`config.mk`:
```
export PLATFORM = sky130hd
export DESIGN_NAME = sprox_ram
export DESIGN_NICKNAME = d
export VERILOG_FILES = /design/src/rtl/sprox_ram.sv
export SDC_FILE = /design/constraint.sdc
export NUM_CORES = 1
export LEC_CHECK = 0
export ABC_AREA = 1
export BUFFER_PORTS_ARGS = -buffer_cell sky130_fd_sc_hd__buf_2
export CAP_MARGIN = 20
export CORE_ASPECT_RATIO = 1.1
export CORE_MARGIN = 1.5
export CORE_UTILIZATION = 35
export CTS_CLUSTER_DIAMETER = 60
export DETAILED_ROUTE_END_ITERATION = 16
export REMOVE_ABC_BUFFERS = 1
export SLEW_MARGIN = 40
export SYNTH_ARGS = -nofsm -noshare
export SYNTH_HDL_FRONTEND = slang
export SYNTH_SLANG_ARGS = --single-unit
```
`constraint.sdc`:
```
create_clock -name clock -period 3.3 [get_ports clock]
set_input_delay 0.66 -clock clock [delete_from_list [all_inputs] [get_ports clock]]
set_output_delay 0.66 -clock clock [all_outputs]
set_load 0.1 [all_outputs]
```
`src/rtl/sprox_ram.sv`:
```
// Generic single-port-write RAM with registered read.
`timescale 1ns / 1ps
`default_nettype none
module sprox_ram #(
   parameter int WIDTH = 8,
   parameter int DEPTH = 16,
   localparam int AW = (DEPTH > 1) ? $clog2(DEPTH) : 1
) (
   input  logic             clock,
   input  logic             we,
   input  logic [AW-1:0]    waddr,
   input  logic [WIDTH-1:0] wdata,
   input  logic [AW-1:0]    raddr,
   output logic [WIDTH-1:0] rdata
);
   logic [WIDTH-1:0] mem_ff [DEPTH];
   logic [WIDTH-1:0] rdata_ff;

   always_ff @(posedge clock) begin
      if (we) begin
         mem_ff[waddr] <= wdata;
      end
      rdata_ff <= mem_ff[raddr];
   end

   assign rdata = rdata_ff;
endmodule
`default_nettype wire

```
[Word level (Yosys, flattened, before mapping)]
Memory sizes are Yosys's and may differ from the RTL's. A register that Yosys moved wholly into a read port is not among the register bits.
Cells that the tools add are included.
Storage, ports and cells
  flip-flop bits (word level): 0
  memories: 1
  memory bits (writable): 128
Cells by class
  muxes and demuxes: 2
Memories
  mem_ff: depth 16, bits a word 8, read ports 1, clocked after memory_dff 1, write ports 1, RTL line 16  | logic [WIDTH-1:0] mem_ff [DEPTH];
Operators with widths (count)
  $mux 1: 2

[Logic depth before layout (Yosys ltp)]
  depth after elaboration: 2
  depth in mapped cells: 8

[Worst setup path before layout]
Ideal clock, no wire load.
  kind: in2reg
  from: input waddr[2]
  to: memory mem_ff[10][0] (enable)
  data arrival time: 1241 ps
  slack: 1689 ps
  stages: 2
  buffers on the path: 0
  cell sequence: nand3b_1 nor2_1
RTL lines
  from (decl): RTL line 11  | input logic [AW-1:0] waddr,
  to (decl): RTL line 16
No word-level cell before the write port.

[Final worst setup path]
  from: register rdata_ff[2] (netlist: rdata[2]) (read register of mem_ff)
  to: output rdata[2]
RTL lines
  from (decl): RTL line 17  | logic [WIDTH-1:0] rdata_ff;
  to (decl): RTL line 14  | output logic [WIDTH-1:0] rdata
No word-level cell between the ends.

==> run metrics <==
Syn Inst Count=551; CP cell instances=buf_2; Slew @ Worst Pin=0.811 ns; ANT cells=0; Longest Clk Path Bufs=2; PortBufs=25; # setup viols final=0; initial DRC count=381; CTS tree=built; clock latency on the worst-skew pair=0.41 ns; Post-CTS Hold Buffers=0; vias in the first global route=3605; DRC=0; mapped cell area=5770 sq um; Die Y=138 microns; Peak VDD IR=0.361 mV; dpl hpwl=7660 microns; required time worst endpoint=2.64 ns; Layout area overhead=14.4%; CP bufs+invs=1; worst min path class=input pin to flip-flop; Synth Register Bits=136; status=completed; setup_tns=0 ns; post-placement cell count=759; fill count=1534; share of cells above drive strength 1=9.73%; Cell Pwr Density=615 nW/um^2; gr ovfl total=0; WL/cell=16.0 microns; syn avg cell area=10.5 sq um; Synth Warn #=0; Total GRT Usage=15.6%; maximum fanout along the worst path=1; f_max=0.529 GHz; Startpoint Class=flip-flop; fin nets=592; Ports=26; max-slew violation total from the final report=0; CTS H-tree depth=4; LEAKAGE=0.00281 uW; initial antenna violation count=0; root buffer cell=clkbuf_16; period utilization=57.3%; commonest cells after routing, fill and taps aside=173 x nand2_1, 128 x edfxtp_1, 100 x inv_1; kind of critical path=flip-flop to primary output; core box area=16200 sq um; Resize count post-CTS=0; Worst-path clk slew=0.05 ns; final hold vios=0; Critical Path AT=1.23 ns; largest net degree at the start of global routing=65; fin cells=790; Die X=125 microns; max_cap viols=0; Via density=4.73; total routed wirelength=12600 microns; FP Rows=49; crit end category=primary output; minimum clock period=1.89 ns; Distinct cells, synth=12; RePlAce Congestion=0.783; clock buffer count from CTS=17; sequential share of the synthesized area=69.4%; top cell family by delay on the critical path=buffers and inverters; setup bufs post-CTS=0; drt first pass iters=5; # clock sinks=136; most common cell after layout, fill and taps aside=nand2_1; Starting Density=35.5%; RSZ-0062 raised after global routing=false; Post-DRT Antenna Nets=0; clock skew=0.00539 ns; slowest cell on the critical path=buf_2; Rel. slew slack=45.7%; crit-path max cell delay=0.45 ns; global-route wire length before repair=19500 microns; routed via count=3736; Die ar.=17300 sq um
-- registers in the layout, summed over array words and instances (netlist names) --
name    flops
mem_ff    128
rdata       8
-- synth_stat cells, drive strengths merged --
| library cell | instances | area (sq um) |
|---|---|---|
| inv | 102 | 383 |
| dfxtp | 8 | 160 |
| nor2 | 17 | 63.8 |
| edfxtp | 128 | 3840 |
| nand2 | 173 | 649 |
| nand3 | 97 | 485 |
| buf | 24 | 166 |
| nand3b | 2 | 15.0 |
-- cells by family (layout without fill, tap and decap cells) --
logic type | after synthesis | after routing | synth area share (%)
buf+inv | 126 | 161 | 9.52
flops | 136 | 136 | 69.4
simple gates | 289 | 289 | 21.0
-- layer usage --
metal	wire length, microns	GRT usage, %	vias to the layer above	part of all wire [%]
met5	0	0	-	0
met4	217	5.87	0	1.7
met3	719	4.58	21	5.7
met2	6060	26.0	127	48
met1	5620	19.4	1768	45
li1	-	-	1820	-
-- final timing paths --
path	start	endpoint	slack (ns)	cells past startpoint
min	raddr[3]	rdata[3]	0.60	3
max	rdata[2]	rdata[2]	1.41	1
min reg2reg	mem_ff[6][2]	rdata[2]	0.68	6
max reg2reg	mem_ff[1][6]	rdata[6]	2.22	6
-- power breakdown --
group	internal (uW)	switching [uW]	total, uW
combinational	63.3	244	308
sequential	1930	11.8	1940
clock	1170	628	1800
-- final cells by class --
class                           instances  area, sq um  share of cell area, %
Sequential cell                       136         4000                   60.7
Clock buffer                           30          544                   8.25
Inverter                              102          383                   5.81
Tap cell                              204          255                   3.87
Timing Repair Buffer                   28          160                   2.43
Clock inverter                          1         30.0                  0.455
Multi-Input combinational cell        289         1220                   18.5
-- stage by stage --
step	util, %	setup slack [ns]	cell area (sq um)	hold WS, ns	power [uW]
floorplan	-	1.66	5600	0.607	2160
global placement	37.0	1.15	6020	0.647	2280
detailed placement	37.0	1.13	6020	0.664	2290
CTS	40.6	1.41	6590	0.581	4080
global route	40.6	1.37	6600	0.585	4200
finish	40.6	1.41	6600	0.605	4050
No activity file was read; power rests on OpenSTA's default activity.
